$ cat src/sv/imu_frame_deframer_unit_assert.svh
// assertion helpers for the imu frame deframer
`ifndef IMU_FRAME_DEFRAMER_UNIT_ASSERT_SVH
`define IMU_FRAME_DEFRAMER_UNIT_ASSERT_SVH

`ifndef ASSERT_OFF
`define IFD_ASSERT(lbl, clk_s, rst_s, prop) \
    lbl: assert property (@(posedge clk_s) disable iff (!rst_s) prop) \
    else $error("ifd check failed");
`define IFD_ASSERT_ALWAYS(lbl, clk_s, prop) \
    lbl: assert property (@(posedge clk_s) prop) \
    else $error("ifd check failed");
`else
`define IFD_ASSERT(lbl, clk_s, rst_s, prop)
`define IFD_ASSERT_ALWAYS(lbl, clk_s, prop)
`endif

`endif

$ cat src/sv/ifd_pkg.sv
`default_nettype none
package ifd_pkg;

    localparam int BUF_DEPTH   = 64;
    localparam int AW          = $clog2(BUF_DEPTH);
    localparam int LW          = $clog2(BUF_DEPTH + 1);
    localparam int ACC_BYTES   = 6;
    localparam int MAG_BYTES   = 6;
    localparam int GYRO_BYTES  = 6;
    localparam int EULER_BYTES = 6;
    localparam int QUAT_BYTES  = 8;
    localparam int MAX_RESULTS = 16;
    localparam int FRAME_EXTRA = 6;

    localparam logic [7:0] SYNC_BYTE = 8'h5A;

    localparam logic [2:0] KIND_ACC    = 3'd0;
    localparam logic [2:0] KIND_GYRO   = 3'd1;
    localparam logic [2:0] KIND_QUAT   = 3'd2;
    localparam logic [2:0] KIND_CALIB  = 3'd3;
    localparam logic [2:0] KIND_REJECT = 3'd4;

    localparam logic [2:0] BLK_ACC   = 3'd0;
    localparam logic [2:0] BLK_MAG   = 3'd1;
    localparam logic [2:0] BLK_GYRO  = 3'd2;
    localparam logic [2:0] BLK_EULER = 3'd3;
    localparam logic [2:0] BLK_QUAT  = 3'd4;
    localparam logic [2:0] BLK_END   = 3'd5;

    function automatic logic [LW-1:0] payload_size(input logic [7:0] m);
        logic [LW-1:0] n;
        n = '0;
        if (m[0]) n = n + LW'(ACC_BYTES);
        if (m[1]) n = n + LW'(MAG_BYTES);
        if (m[2]) n = n + LW'(GYRO_BYTES);
        if (m[3]) n = n + LW'(EULER_BYTES);
        if (m[4]) n = n + LW'(QUAT_BYTES);
        return n;
    endfunction

    function automatic logic [AW-1:0] wrap_addr(input logic [AW-1:0] base,
                                                input logic [LW-1:0] lidx);
        logic [LW:0] s;
        s = {{(LW + 1 - AW){1'b0}}, base} + {1'b0, lidx};
        if (s >= (LW + 1)'(BUF_DEPTH)) s = s - (LW + 1)'(BUF_DEPTH);
        return s[AW-1:0];
    endfunction

endpackage
`default_nettype wire

$ cat src/sv/imu_frame_deframer_unit.sv
// Byte-stream deframer for 5A 5A | mask | length | payload | calib | sum frames. Each received
// byte is stored in a 64-byte circular frame store, then a sequencer walks the store through
// its single read port: it tries each start position in the header hunt, does the length
// check and reads the mask, sums each frame byte for the checksum, visits each block slot to
// pick the blocks, loads each accel, gyro or quaternion byte, builds and emits each such
// record and then the calibration record. An empty-mask reject and a checksum reject each
// emit a reject record and are followed by a rescan. The input is stalled while a byte is
// being worked on, and longer while the output is stalled. Records leave through an output
// register; the last record a byte causes has last_record set.
`default_nettype none
`include "imu_frame_deframer_unit_assert.svh"
module imu_frame_deframer_unit
    import ifd_pkg::*;
(
    input  wire logic               clk,
    input  wire logic               rst_n,
    input  wire logic               in_valid,
    output logic                    in_stall,
    input  wire logic [7:0]         rx_byte,
    input  wire logic               cfg_valid,
    output logic                    cfg_ready,
    input  wire logic               quat_order,
    output logic                    out_valid,
    input  wire logic               out_stall,
    output logic [2:0]              record_kind,
    output logic signed [15:0]      value0,
    output logic signed [15:0]      value1,
    output logic signed [15:0]      value2,
    output logic signed [15:0]      value3,
    output logic [31:0]             good_frames,
    output logic [31:0]             bad_frames,
    output logic                    last_record
);

    typedef enum logic [3:0] {
        ST_IDLE, ST_TOP, ST_H0, ST_H1, ST_HDR, ST_MASK, ST_SUM,
        ST_PSEL, ST_PRD, ST_PREC, ST_EMIT, ST_FIN
    } state_t;

    state_t state_reg, ret_reg;

    logic [AW-1:0] base_reg;
    logic [LW-1:0] fill_reg, rp_reg;
    logic [LW-1:0] flen_reg, idx_reg, pos_reg;
    logic [7:0]    mask_reg, sum_reg, calib_reg, b0_reg;
    logic [2:0]    blk_reg, bidx_reg;
    logic [4:0]    cnt_reg;
    logic [31:0]   good_reg, bad_reg;
    logic          quat_order_reg;
    logic [7:0]    pl_reg [8];

    logic [2:0]    rec_kind_reg;
    logic [15:0]   rec_v_reg [4];

    logic          pend_valid_reg;
    logic [2:0]    pend_kind_reg;
    logic [15:0]   pend_v_reg [4];
    logic [31:0]   pend_good_reg, pend_bad_reg;

    logic          out_valid_reg, out_last_reg;
    logic [2:0]    out_kind_reg;
    logic [15:0]   out_v_reg [4];
    logic [31:0]   out_good_reg, out_bad_reg;

    logic          accept, out_free, load_out;
    logic [AW-1:0] base1, base2, wr_addr, rd_addr;
    logic [LW-1:0] fill1, fill2, avail, rd_off, psize;
    logic [7:0]    rd_data;
    logic [LW-1:0] blk_len;

    assign in_stall  = (state_reg != ST_IDLE);
    assign accept    = in_valid && !in_stall;
    assign cfg_ready = 1'b1;
    assign out_free  = !out_valid_reg || !out_stall;
    assign load_out  = pend_valid_reg && out_free &&
                       (state_reg == ST_EMIT || state_reg == ST_FIN);
    assign avail     = fill_reg - rp_reg;
    assign psize     = payload_size(rd_data);
    assign blk_len   = (blk_reg == BLK_QUAT) ? LW'(QUAT_BYTES) : LW'(ACC_BYTES);

    // make room when the store is full
    always_comb
    begin
        base1 = base_reg;
        fill1 = fill_reg;
        base2 = base_reg;
        fill2 = fill_reg;
        if (fill_reg >= LW'(BUF_DEPTH))
        begin
            base1 = wrap_addr(base_reg, rp_reg);
            fill1 = fill_reg - rp_reg;
            base2 = base1;
            fill2 = fill1;
            if (fill1 >= LW'(BUF_DEPTH))
            begin
                base2 = wrap_addr(base1, LW'(1));
                fill2 = LW'(BUF_DEPTH - 1);
            end
        end
        wr_addr = wrap_addr(base2, fill2);
    end

    always_comb
    begin
        case (state_reg)
            ST_H0:   rd_off = LW'(1);
            ST_HDR:  rd_off = LW'(2);
            ST_SUM:  rd_off = idx_reg + LW'(1);
            ST_PSEL: rd_off = pos_reg;
            ST_PRD:  rd_off = pos_reg + LW'(bidx_reg) + LW'(1);
            default: rd_off = '0;
        endcase
        rd_addr = wrap_addr(base_reg, rp_reg + rd_off);
    end

    ifd_ram #(
        .WIDTH (8),
        .DEPTH (BUF_DEPTH)
    ) u_store (
        .clk     (clk),
        .wr_en   (accept),
        .wr_addr (wr_addr),
        .wr_data (rx_byte),
        .rd_addr (rd_addr),
        .rd_data (rd_data)
    );

    always_ff @(posedge clk or negedge rst_n)
    begin
        if (!rst_n)
        begin
            quat_order_reg <= 1'b0;
        end
        else if (cfg_valid && cfg_ready)
        begin
            quat_order_reg <= quat_order;
        end
    end

    always_ff @(posedge clk or negedge rst_n)
    begin
        if (!rst_n)
        begin
            state_reg      <= ST_IDLE;
            ret_reg        <= ST_TOP;
            base_reg       <= '0;
            fill_reg       <= '0;
            rp_reg         <= '0;
            cnt_reg        <= '0;
            good_reg       <= '0;
            bad_reg        <= '0;
            pend_valid_reg <= 1'b0;
            out_valid_reg  <= 1'b0;
        end
        else
        begin
            if (load_out)
            begin
                out_valid_reg <= 1'b1;
            end
            else if (out_valid_reg && !out_stall)
            begin
                out_valid_reg <= 1'b0;
            end
            case (state_reg)
                ST_IDLE:
                begin
                    if (accept)
                    begin
                        base_reg  <= base2;
                        fill_reg  <= fill2 + LW'(1);
                        if (fill_reg >= LW'(BUF_DEPTH))
                        begin
                            rp_reg <= '0;
                        end
                        cnt_reg   <= '0;
                        state_reg <= ST_TOP;
                    end
                end
                ST_TOP:
                begin
                    if (cnt_reg > 5'(MAX_RESULTS - 4) || avail < LW'(2))
                    begin
                        state_reg <= ST_FIN;
                    end
                    else
                    begin
                        state_reg <= ST_H0;
                    end
                end
                ST_H0:
                begin
                    b0_reg    <= rd_data;
                    state_reg <= ST_H1;
                end
                ST_H1:
                begin
                    if (b0_reg == SYNC_BYTE && rd_data == SYNC_BYTE)
                    begin
                        state_reg <= ST_HDR;
                    end
                    else
                    begin
                        rp_reg    <= rp_reg + LW'(1);
                        state_reg <= ST_TOP;
                    end
                end
                ST_HDR:
                begin
                    state_reg <= (avail < LW'(4)) ? ST_FIN : ST_MASK;
                end
                ST_MASK:
                begin
                    mask_reg <= rd_data;
                    flen_reg <= psize + LW'(FRAME_EXTRA);
                    idx_reg  <= '0;
                    sum_reg  <= '0;
                    if (psize == '0)
                    begin
                        bad_reg      <= bad_reg + 32'd1;
                        rp_reg       <= rp_reg + LW'(2);
                        rec_kind_reg <= KIND_REJECT;
                        rec_v_reg    <= '{default: 16'd0};
                        ret_reg      <= ST_TOP;
                        state_reg    <= ST_EMIT;
                    end
                    else if (avail < psize + LW'(FRAME_EXTRA))
                    begin
                        state_reg <= ST_FIN;
                    end
                    else
                    begin
                        state_reg <= ST_SUM;
                    end
                end
                ST_SUM:
                begin
                    if (idx_reg == flen_reg - LW'(1))
                    begin
                        if (sum_reg != rd_data)
                        begin
                            bad_reg      <= bad_reg + 32'd1;
                            rp_reg       <= rp_reg + LW'(2);
                            rec_kind_reg <= KIND_REJECT;
                            rec_v_reg    <= '{default: 16'd0};
                            ret_reg      <= ST_TOP;
                            state_reg    <= ST_EMIT;
                        end
                        else
                        begin
                            good_reg  <= good_reg + 32'd1;
                            blk_reg   <= BLK_ACC;
                            pos_reg   <= LW'(4);
                            state_reg <= ST_PSEL;
                        end
                    end
                    else
                    begin
                        sum_reg <= sum_reg + rd_data;
                        if (idx_reg == flen_reg - LW'(2))
                        begin
                            calib_reg <= rd_data;
                        end
                        idx_reg <= idx_reg + LW'(1);
                    end
                end
                ST_PSEL:
                begin
                    if (blk_reg == BLK_END)
                    begin
                        rp_reg       <= rp_reg + flen_reg;
                        rec_kind_reg <= KIND_CALIB;
                        rec_v_reg[0] <= {14'd0, calib_reg[7:6]};
                        rec_v_reg[1] <= {14'd0, calib_reg[5:4]};
                        rec_v_reg[2] <= {14'd0, calib_reg[3:2]};
                        rec_v_reg[3] <= {14'd0, calib_reg[1:0]};
                        ret_reg      <= ST_TOP;
                        state_reg    <= ST_EMIT;
                    end
                    else if (!mask_reg[blk_reg])
                    begin
                        blk_reg <= blk_reg + 3'd1;
                    end
                    else if (blk_reg == BLK_MAG || blk_reg == BLK_EULER)
                    begin
                        pos_reg <= pos_reg + LW'(MAG_BYTES);
                        blk_reg <= blk_reg + 3'd1;
                    end
                    else
                    begin
                        bidx_reg  <= '0;
                        state_reg <= ST_PRD;
                    end
                end
                ST_PRD:
                begin
                    pl_reg[bidx_reg] <= rd_data;
                    if (LW'(bidx_reg) == blk_len - LW'(1))
                    begin
                        state_reg <= ST_PREC;
                    end
                    else
                    begin
                        bidx_reg <= bidx_reg + 3'd1;
                    end
                end
                ST_PREC:
                begin
                    pos_reg <= pos_reg + blk_len;
                    blk_reg <= blk_reg + 3'd1;
                    ret_reg <= ST_PSEL;
                    state_reg <= ST_EMIT;
                    case (blk_reg)
                        BLK_QUAT:
                        begin
                            rec_kind_reg <= KIND_QUAT;
                            if (quat_order_reg)
                            begin
                                rec_v_reg[0] <= {pl_reg[0], pl_reg[1]};
                                rec_v_reg[1] <= {pl_reg[2], pl_reg[3]};
                                rec_v_reg[2] <= {pl_reg[4], pl_reg[5]};
                                rec_v_reg[3] <= {pl_reg[6], pl_reg[7]};
                            end
                            else
                            begin
                                rec_v_reg[0] <= {pl_reg[2], pl_reg[3]};
                                rec_v_reg[1] <= {pl_reg[4], pl_reg[5]};
                                rec_v_reg[2] <= {pl_reg[6], pl_reg[7]};
                                rec_v_reg[3] <= {pl_reg[0], pl_reg[1]};
                            end
                        end
                        default:
                        begin
                            rec_kind_reg <= (blk_reg == BLK_GYRO) ? KIND_GYRO : KIND_ACC;
                            rec_v_reg[0] <= {pl_reg[0], pl_reg[1]};
                            rec_v_reg[1] <= {pl_reg[2], pl_reg[3]};
                            rec_v_reg[2] <= {pl_reg[4], pl_reg[5]};
                            rec_v_reg[3] <= 16'd0;
                        end
                    endcase
                end
                ST_EMIT:
                begin
                    if (!pend_valid_reg || out_free)
                    begin
                        if (pend_valid_reg)
                        begin
                            out_last_reg  <= 1'b0;
                            out_kind_reg  <= pend_kind_reg;
                            out_v_reg     <= pend_v_reg;
                            out_good_reg  <= pend_good_reg;
                            out_bad_reg   <= pend_bad_reg;
                        end
                        pend_valid_reg <= 1'b1;
                        pend_kind_reg  <= rec_kind_reg;
                        pend_v_reg     <= rec_v_reg;
                        pend_good_reg  <= good_reg;
                        pend_bad_reg   <= bad_reg;
                        cnt_reg        <= cnt_reg + 5'd1;
                        state_reg      <= ret_reg;
                    end
                end
                ST_FIN:
                begin
                    if (!pend_valid_reg || out_free)
                    begin
                        if (pend_valid_reg)
                        begin
                            out_last_reg  <= 1'b1;
                            out_kind_reg  <= pend_kind_reg;
                            out_v_reg     <= pend_v_reg;
                            out_good_reg  <= pend_good_reg;
                            out_bad_reg   <= pend_bad_reg;
                        end
                        pend_valid_reg <= 1'b0;
                        if (rp_reg >= fill_reg)
                        begin
                            rp_reg   <= '0;
                            fill_reg <= '0;
                        end
                        state_reg <= ST_IDLE;
                    end
                end
                default:
                begin
                    state_reg <= ST_IDLE;
                end
            endcase
        end
    end

    assign out_valid   = out_valid_reg;
    assign record_kind = out_kind_reg;
    assign value0      = $signed(out_v_reg[0]);
    assign value1      = $signed(out_v_reg[1]);
    assign value2      = $signed(out_v_reg[2]);
    assign value3      = $signed(out_v_reg[3]);
    assign good_frames = out_good_reg;
    assign bad_frames  = out_bad_reg;
    assign last_record = out_last_reg;

    `IFD_ASSERT(a_rp_in_store, clk, rst_n, rp_reg <= fill_reg)
    `IFD_ASSERT(a_fill_bound, clk, rst_n, fill_reg <= LW'(BUF_DEPTH))
    `IFD_ASSERT(a_cnt_bound, clk, rst_n, cnt_reg <= 5'(MAX_RESULTS))
    `IFD_ASSERT(a_accept_busy, clk, rst_n, accept |=> state_reg != ST_IDLE)
    `IFD_ASSERT(a_idle_no_pend, clk, rst_n, state_reg == ST_IDLE |-> !pend_valid_reg)

endmodule
`default_nettype wire

$ cat src/sv/ifd_ram.sv
`default_nettype none
module ifd_ram #(
    parameter int WIDTH = 8,
    parameter int DEPTH = 64
) (
    input  wire logic                     clk,
    input  wire logic                     wr_en,
    input  wire logic [$clog2(DEPTH)-1:0] wr_addr,
    input  wire logic [WIDTH-1:0]         wr_data,
    input  wire logic [$clog2(DEPTH)-1:0] rd_addr,
    output logic      [WIDTH-1:0]         rd_data
);

    logic [WIDTH-1:0] mem [DEPTH];

    always_ff @(posedge clk)
    begin
        if (wr_en)
        begin
            mem[wr_addr] <= wr_data;
        end
        rd_data <= mem[rd_addr];
    end

endmodule
`default_nettype wire
$ cat config.mk
export PLATFORM = sky130hd
export DESIGN_NAME = imu_frame_deframer_unit
export DESIGN_NICKNAME = d
export VERILOG_FILES = /design/src/sv/ifd_pkg.sv /design/src/sv/imu_frame_deframer_unit.sv /design/src/sv/ifd_ram.sv
export VERILOG_INCLUDE_DIRS = /design/src /design/src/sv
export SDC_FILE = /design/constraint.sdc
export NUM_CORES = 1
export LEC_CHECK = 0
export BUFFER_PORTS_ARGS = -buffer_cell sky130_fd_sc_hd__buf_2
export CORE_MARGIN = 8
export CORE_UTILIZATION = 59
export CTS_CLUSTER_SIZE = 14
export DETAILED_ROUTE_END_ITERATION = 10
export PLACE_DENSITY = 0.77
export SYNTH_ARGS = -nofsm -noshare
export SYNTH_HDL_FRONTEND = slang
export SYNTH_SLANG_ARGS = --single-unit
$ cat constraint.sdc
create_clock -name clk -period 13.9 [get_ports clk]
set_clock_uncertainty 0.05 [all_clocks]
set_input_delay 0.695 -clock clk [delete_from_list [all_inputs] [get_ports clk]]
set_output_delay 0.695 -clock clk [all_outputs]
set_load 0.05 [all_outputs]
==> results of run 1 <==
[stage by stage]
| step | power, W | setup WS [ns] |
|---|---|---|
| floorplan | 0.00540 | 2.89 |
| global placement | 0.00594 | 7.76 |
| detailed placement | 0.00600 | 7.62 |
| CTS | 0.00881 | 7.61 |
| global route | 0.00910 | 7.19 |
| finish | 0.00879 | 7.55 |
[power by group through the flow]
stage	sequential (W)	combinational (W)	clock (W)
after floorplan	0.00377	0.00163	0
after global placement	0.00381	0.00214	0
after detailed placement	0.00381	0.00219	0
after CTS	0.00375	0.00222	0.00284
after global routing	0.00376	0.00239	0.00296
final	0.00375	0.00223	0.00280
[per-layer routing]
metal	global-route usage	part of all wire	up-vias
met1	0.295	0.37	11600
li1	-	-	9996
met2	0.399	0.51	1233
met3	0.0398	0.079	217
met5	0	0	-
met4	0.0900	0.038	0
[final cells by class]
cell class              count  area share
flip-flops and latches   1067       0.653
well taps                 959      0.0249
clock inverters            64      0.0162
inverters                  55     0.00429
clock buffers             128      0.0552
diodes                      1   0.0000519
repair buffers            177      0.0204
multi-input cells        1257       0.226
[synthesized netlist by cell type (3+ instances only)]
cell	n
and2_1	13
nand2_1	190
mux2i_1	49
o22ai_1	6
xor2_1	45
nor3b_1	6
o21bai_1	6
a31oi_1	13
nor2b_1	18
a22o_1	5
or3_1	3
fa_1	10
mux2_2	9
o21ai_0	42
or2_2	4
buf_2	7
ha_1	72
inv_1	54
nand3_1	46
nand2b_1	8
a21oi_1	97
and3_1	21
o31ai_1	6
nor2_1	121
a21o_1	15
a22oi_1	4
nor3_1	94
buf_6	3
xnor2_1	88
o211ai_1	5
buf_1	13
or4_1	4
o21a_1	7
clkbuf_1	71
nand4_1	25
dfxtp_1	8
nor4_1	6
nor4bb_1	3
a211oi_1	5
dfrtp_1	97
edfxtp_1	962
mux4_2	162
a2111oi_0	4
nand3b_1	3
[cells by family (layout without fill, tap and decap cells)]
family | after synthesis | after routing
buffers and inverters | 151 | 424
adders and majority gates | 82 | 82
xor gates and xnor gates | 135 | 135
DFF | 1067 | 1067
other | 1 | 2
and+or+nand+nor | 581 | 581
muxes | 220 | 220
AOI/OAI and AO/OA | 238 | 238
[how the worst max path moves through the flow]
stage,from,end,depth (start not counted)
4_1_cts,fill_reg[6],u_store.mem[55][6],18
5_1_grt,fill_reg[6],u_store.mem[9][6],18
2_1_floorplan,state_reg[3],pend_bad_reg[0],5
3_5_place_dp,fill_reg[6],u_store.mem[55][1],18
6_report,fill_reg[6],u_store.mem[54][2],18
3_3_place_gp,fill_reg[6],u_store.mem[57][5],18
==> summary.md, run 1 <==
| Metric | Value |
|---|---|
| Highest clock rate | ~0.16 GHz |
| Reg with most FFs | u_store.mem |
| Synth Area in Compound Gates | 0.0343 |
| Post-synth EDFFs | 962 |
| Hold WS | a little over 0.04 ns |
| Final count of hold timing violations | 0 |
| Xor-xnor portion of the synthesized cell area | 0.0284 |
| Post-route ant nets | 0 |
| Antenna violations before repair | 1 |
| Synthesis Warnings | 0 |
| Period Utilization, post-route | 0.457 |
| Net Sw Frac | 0.289 |
| Setup total negative slack | 0 ns |
| H-tree Lvls | 3 |
| Share of the synthesized area in the top cell type | 0.674 |
| Hold Path Class | input port to async pin |
| Synthesized flop and latch total | approximately 1100 |
| Clock sink count | around 1100 |
| CP required | ~14 ns |
| Reg-to-Reg End | u_store.mem[54][2] |
| Non-filler instance count after layout | around 3700 |
| Share of power burned in registers | 0.427 |
| Drt via density | 6.22 |
| First-pass GRT wire length | roughly 140000 um |
| Pin count of the biggest net entering global routing | 81 |
| Signal arrival time at the worst endpoint | roughly 6.6 ns |
| Ys async rst share | 0.0909 |
| Share of layout cells above drive strength 1 | 0.190 |
| Area of the mapped netlist | ~43000 um^2 |
| Most frequent cells in the layout | edfxtp_1, nand2_1, mux4_2 |
| Tot GR Track Use | 0.232 |
| Clock buffer depth | 3 |
| Area Overhead vs Synth | 12.3% |
| Internal | 0.00625 W |
| Final setup fails | 0 |
| Min Tclk post-route | between 6 and 7 ns |
| Seq/Total Area, Yosys | 0.734 |
| Cts repair resizes | 0 |
| DP Area | 44700 um^2 |
| CTS Hold Bufs | 0 |
| Starting Density | 0.592 |
| Status | finished, final reports clean |
| Syn Nets | roughly 2600 |
| Gpl congestion | just under 0.9 |
| FP Rows | 99 |
| Die area | about 82000 um^2 |
| Io pins | 149 |
| Final wirelength | between 90000 and 100000 um |
| Max-slew violation count | 0 |
| CP Launch Type | flip-flop |
| Mean Syn Cell Area | about 17 um^2 |
| PwrDens | 182 nW/um^2 |
| Crit path cell chain | ha_1 -> nor3b_1 -> a221o_1 -> a211oi_1 -> buf_4 -> inv_1 -> nand2_1 -> nand3_1 -> o21ai_0 -> inv_1 -> ha_1 -> a21o_1 -> a21oi_1 -> o21bai_1 -> a21oi_1 -> xnor2_1 -> xnor3_2 -> nor3_1 |
| Postcts setup bufs | 0 |
| Critical Path End Type | flip-flop |
| LEAKAGE | 16.6 nW |
| Combinational Power Share | 0.254 |
| Layout net count | 2756 |
| DP Wirelength | about 60000 um |
| Max-cap check violation count | 0 |
| Slew headroom | 0.178 |
| VDD IR max | between 0.0001 and 0.00015 V |
| Worst R2R Setup Slack | approximately 7.5 ns |
| Inserted Clock Buffers | slightly above 100 |
| Wirelength per Cell | ~26 um |
| Worst R2R Start | fill_reg[6] |
| Placed Cells | 3515 |
| Worst path bufs/invs | 3 |
| CTS tree | yes |
| Tightest Pin Transition | 1.22 ns |
| Switching power | approximately 0.0025 W |
| Area occupied by multi-input gates | 10900 um^2 |
| Die X | between 200 and 300 um |
| Main synth FF type | edfxtp_1 |
| R2r worst-path depth | 18 |
| Vias in the first global route | roughly 24000 |
| Final instance area | 48200 um^2 |
| Most common cell after layout, fill and taps aside | edfxtp_1 |
| Post-Synthesis Cells | 2475 |
| CP max stage delay | between 1 and 1.5 ns |
| CP max-delay cell | nor3_1 |
| RSZ-0062 raised after global routing | no |
| DR iter-0 viols | between 2000 and 2500 |
| FILL cells | about 4600 |
| Port Buf Inserts | between 100 and 150 |
| Critical path class | flip-flop to flip-flop |
| Mux contribution to synthesized area | 0.0989 |
| Simple-Gate Fraction of Synth Area | 0.0645 |
| # DRC | 0 |
| Synth unique cells | between 80 and 90 |
| Sequential cell area | 31500 um^2 |
| Delay-heaviest family, CP | compound AO/OA/AOI/OAI gates |
| Clock transition at path regs | 0.06 ns |
| Total grt overflow | 0 |
| Root Buffer | clkbuf_16 |
| Power share of the clock group | 0.319 |
| Skew-Pair Late Insertion Delay | slightly below 0.7 ns |
| Max reg flops | 512 |
| Combinational family with the most area after synthesis | multiplexers |
| Drt first pass iters | 6 |
| Core Footprint | slightly above 70000 um^2 |
| CP Max Fanout | 32 |
| Final Util | 0.665 |
| Post-synth top area cell | edfxtp_1 |
| Die height | approximately 290 um |
| Main area contributors after synthesis | edfxtp_1, mux4_2, dfrtp_1 |
| Adder-cell share of the synthesized area | 0.0257 |
| Via count | 23100 |
No activity file was read; power rests on OpenSTA's default activity.
==> inputs of run 2 (changes only) <==
--- a/config.mk
+++ b/config.mk
@@ -8,7 +8,7 @@
 export LEC_CHECK = 0
 export BUFFER_PORTS_ARGS = -buffer_cell sky130_fd_sc_hd__buf_2
 export CORE_MARGIN = 8
-export CORE_UTILIZATION = 59
+export CORE_UTILIZATION = 56
 export CTS_CLUSTER_SIZE = 14
 export DETAILED_ROUTE_END_ITERATION = 10
 export PLACE_DENSITY = 0.77
==> constraint.sdc (replaced) <==
create_clock -name clk -period 5.1 [get_ports clk]
set_clock_uncertainty 0.05 [all_clocks]
set_input_delay 0.255 -clock clk [delete_from_list [all_inputs] [get_ports clk]]
set_output_delay 0.255 -clock clk [all_outputs]
set_load 0.05 [all_outputs]
==> run 2 against run 1 <==
  * Non-clock buffer count rose by 135
  * Clock power rose to 2.7 times the previous value
  * Global-route usage fell by 1.8 points
  * Maximum frequency rose by 29%
==> summary.md, run 2 (synthesized netlist as in run 1, its figures left out) <==
| Metric | Value |
|---|---|
| Status | finished, final reports clean |
| CP Max Fanout | 37 (+16%) |
| Crit path cell chain | buf_4 -> nand2_1 -> nor2_1 -> a21oi_1 -> nand2_1 -> fa_1 -> inv_1 -> fa_4 -> buf_12 -> buf_4 -> mux4_2 -> mux4_2 -> mux2i_1 -> mux2i_1 |
| Root Buffer | clkbuf_16 |
| DR top layer | met4 |
| Wirelength per Cell | 24.3 um (-5.2%) |
| PnR Total Power | 0.0241 W (+170%) |
| Critical path class | flip-flop to flip-flop |
| Die height | 293 um (+2.5%) |
| CTS tree | yes |
| Reg-to-Reg End | u_store.rd_data[1] |
| PwrDens | 487 nW/um^2 (+170%) |
| Worst Min Path Start | in_valid |
| Dpl ws | 0.0399 ns (-7.58 ns) |
| Layout net count | 2895 (+5.0%) |
| Hold Path Class | input port to flip-flop |
| Clock sink count | 1067 (unchanged) |
| Critical Path End Type | flip-flop |
| Drt first pass iters | 5 (-1) |
| Signal arrival time at the worst endpoint | 5.40 ns (-1.18 ns) |
| Setup total negative slack | 0 ns (unchanged) |
| CP Capture Point | u_store.rd_data[1] |
| Area Overhead vs Synth | 15.5% |
| Clock buffer depth | 3 (unchanged) |
| Worst Setup SP | state_reg[1] |
| Pin count of the biggest net entering global routing | 89 (+9.9%) |
| FILL cells | 4905 (+5.7%) |
| Max-cap check violation count | 0 (unchanged) |
| CP max stage delay | 0.97 ns (-0.07 ns) |
| Period Utilization, post-route | 0.970 (+0.512) |
| H-tree Lvls | 3 (unchanged) |
| RSZ-0062 raised after global routing | yes |
| R2r worst-path depth | 14 (-4) |
| Total grt overflow | 0 (unchanged) |
| # DRC | 0 (unchanged) |
| Tightest Pin Transition | 1.39 ns (+0.163 ns) |
| Starting Density | 0.565 (-0.0262) |
| Port Buf Inserts | 147 (unchanged) |
| N_diodes | 0 (-1) |
| First-pass GRT wire length | 142000 um (-2.2%) |
| Routed met3 length | 8340 um (+10%) |
| CP max-delay cell | fa_4 |
| FP Rows | 101 (+2.0%) |
| Placed Cells | 3662 (+4.2%) |
| Most common cell after layout, fill and taps aside | edfxtp_1 |
| Post-route setup slack | 0.155 ns (-7.39 ns) |
| Die area | 85700 um^2 (+5.1%) |
| Highest clock rate | 0.202 GHz (+29%) |
| DR iter-0 viols | 2436 (+0.83%) |
| Reg with most FFs | u_store.mem |
| Inserted Clock Buffers | 102 (unchanged) |
| Final setup fails | 0 (unchanged) |
| Die X | 293 um (+2.5%) |
| Max-slew violation count | 0 (unchanged) |
| LEAKAGE | 17.3 nW (+4.5%) |
| Antenna violations before repair | 0 (-1) |
| Max reg flops | 512 (unchanged) |
| Detail Route met2 WL | 46600 um (-3.9%) |
| Skew-Pair Late Insertion Delay | 0.68 ns (about the same) |
| Clock transition at path regs | 0.06 ns (about the same) |
| Worst R2R Start | state_reg[1] |
| Metal-1 WL | 35600 um (+0.29%) |
| Gpl congestion | 0.902 (+1.5%) |
| VDD IR max | 0.000603 V (+330%) |
| Via count | 23500 (+1.8%) |
| Worst R2R Setup Slack | 0.16 ns (-7.39 ns) |
| Most frequent cells in the layout | edfxtp_1, nand2_1, mux4_2 |
| Final wirelength | 94000 um (-1.2%) |
| Non-filler instance count after layout | 3864 (+4.2%) |
| CP required | 5.55 ns (-8.58 ns) |
| Slew headroom | 0.0750 (-0.103) |
| Final count of hold timing violations | 0 (unchanged) |
| Drt via density | 6.08 (-2.3%) |
| Tot GR Track Use | 0.213 (-0.0183) |
| Share of layout cells above drive strength 1 | 0.238 (+0.0484) |
| Post-route ant nets | 0 (unchanged) |
| Min Tclk post-route | 4.94 ns (-1.41 ns) |
| Io pins | 149 (unchanged) |
| DP Wirelength | 58300 um (about the same) |
| Core Footprint | 75800 um^2 (+4.6%) |
| CP Launch Type | flip-flop |
| Hold WS | 0.0939 ns (+0.0524 ns) |
| Vias in the first global route | 23800 (+0.69%) |
run 2: changes by cell type in the layout (fill, tap and decap cells not counted), sizes merged, moves of 2 or more:
| cell | delta |
|---|---|
| clkbuf | +12 |
| buf | +131 |
| dlygate4sd3 | +4 |
| clkinv | -7 |
| bufinv | -6 |
| xor3 | +2 |
| xnor3 | +2 |
run 2: metal layers:
metal  vias up  GRT usage
met5         -          0
met4         0     0.0743
met3       211     0.0460
met2      1218      0.360
met1     11800      0.275
li1      10300          -
run 2: per-stage QoR:
step	area (um^2)	util
3_5_place_dp	45900	0.606
6_report	49500	0.653
2_1_floorplan	43000	-
4_1_cts	49300	0.650
3_3_place_gp	45900	0.606
5_1_grt	49500	0.653
run 2: what timing repair did:
action                                  4_1_cts  5_1_grt
endpoints found under the hold margin        63        0
cloned                                        0        4
endpoints found under the setup margin       18      515
hold buffers                                  4        0
buffers inserted                              0        3
pin swaps                                     0        5
resized for setup                             1       21
run 2: power breakdown:
group / internal, W / switching [W] / leakage (nW)
clock: 0.00420 / 0.00324 / 1.62
combinational: 0.00300 / 0.00357 / 5.62
sequential: 0.00987 / 0.000241 / 10.1
total: 0.0171 / 0.00705 / 17.3
run 2: area by class of cell:
class / count / area, um^2 / area share
Sequential cell: 1067 / 31500 / 0.636
Clock inverter: 51 / 581 / 0.0117
Multi-Input combinational cell: 1261 / 11100 / 0.225
Inverter: 55 / 206 / 0.00417
Timing Repair Buffer: 312 / 2110 / 0.0427
Tap cell: 978 / 1220 / 0.0247
Clock buffer: 140 / 2770 / 0.0559
run 2: worst min path at each step:
| stage | to | slack (ns) | cells past startpoint |
|---|---|---|---|
| 6_report | cnt_reg[1] | 0.09 | 5 |
| 5_1_grt | cnt_reg[1] | 0.14 | 5 |
| 4_1_cts | cnt_reg[1] | 0.06 | 5 |
| 3_5_place_dp | good_frames[31] | 0.35 | 0 |
| 3_3_place_gp | good_frames[5] | 0.35 | 0 |
| 2_1_floorplan | bad_reg[0] | -0.09 | 0 |
run 2: critical path, delay by kind of cell (launching register included):
family	cells	cell delay [ns]
buf+inv	4	0.79
flops	1	0.54
fa+ha+maj	2	1.54
simple gates	3	0.34
compound gates	1	0.16
mux	4	1.34
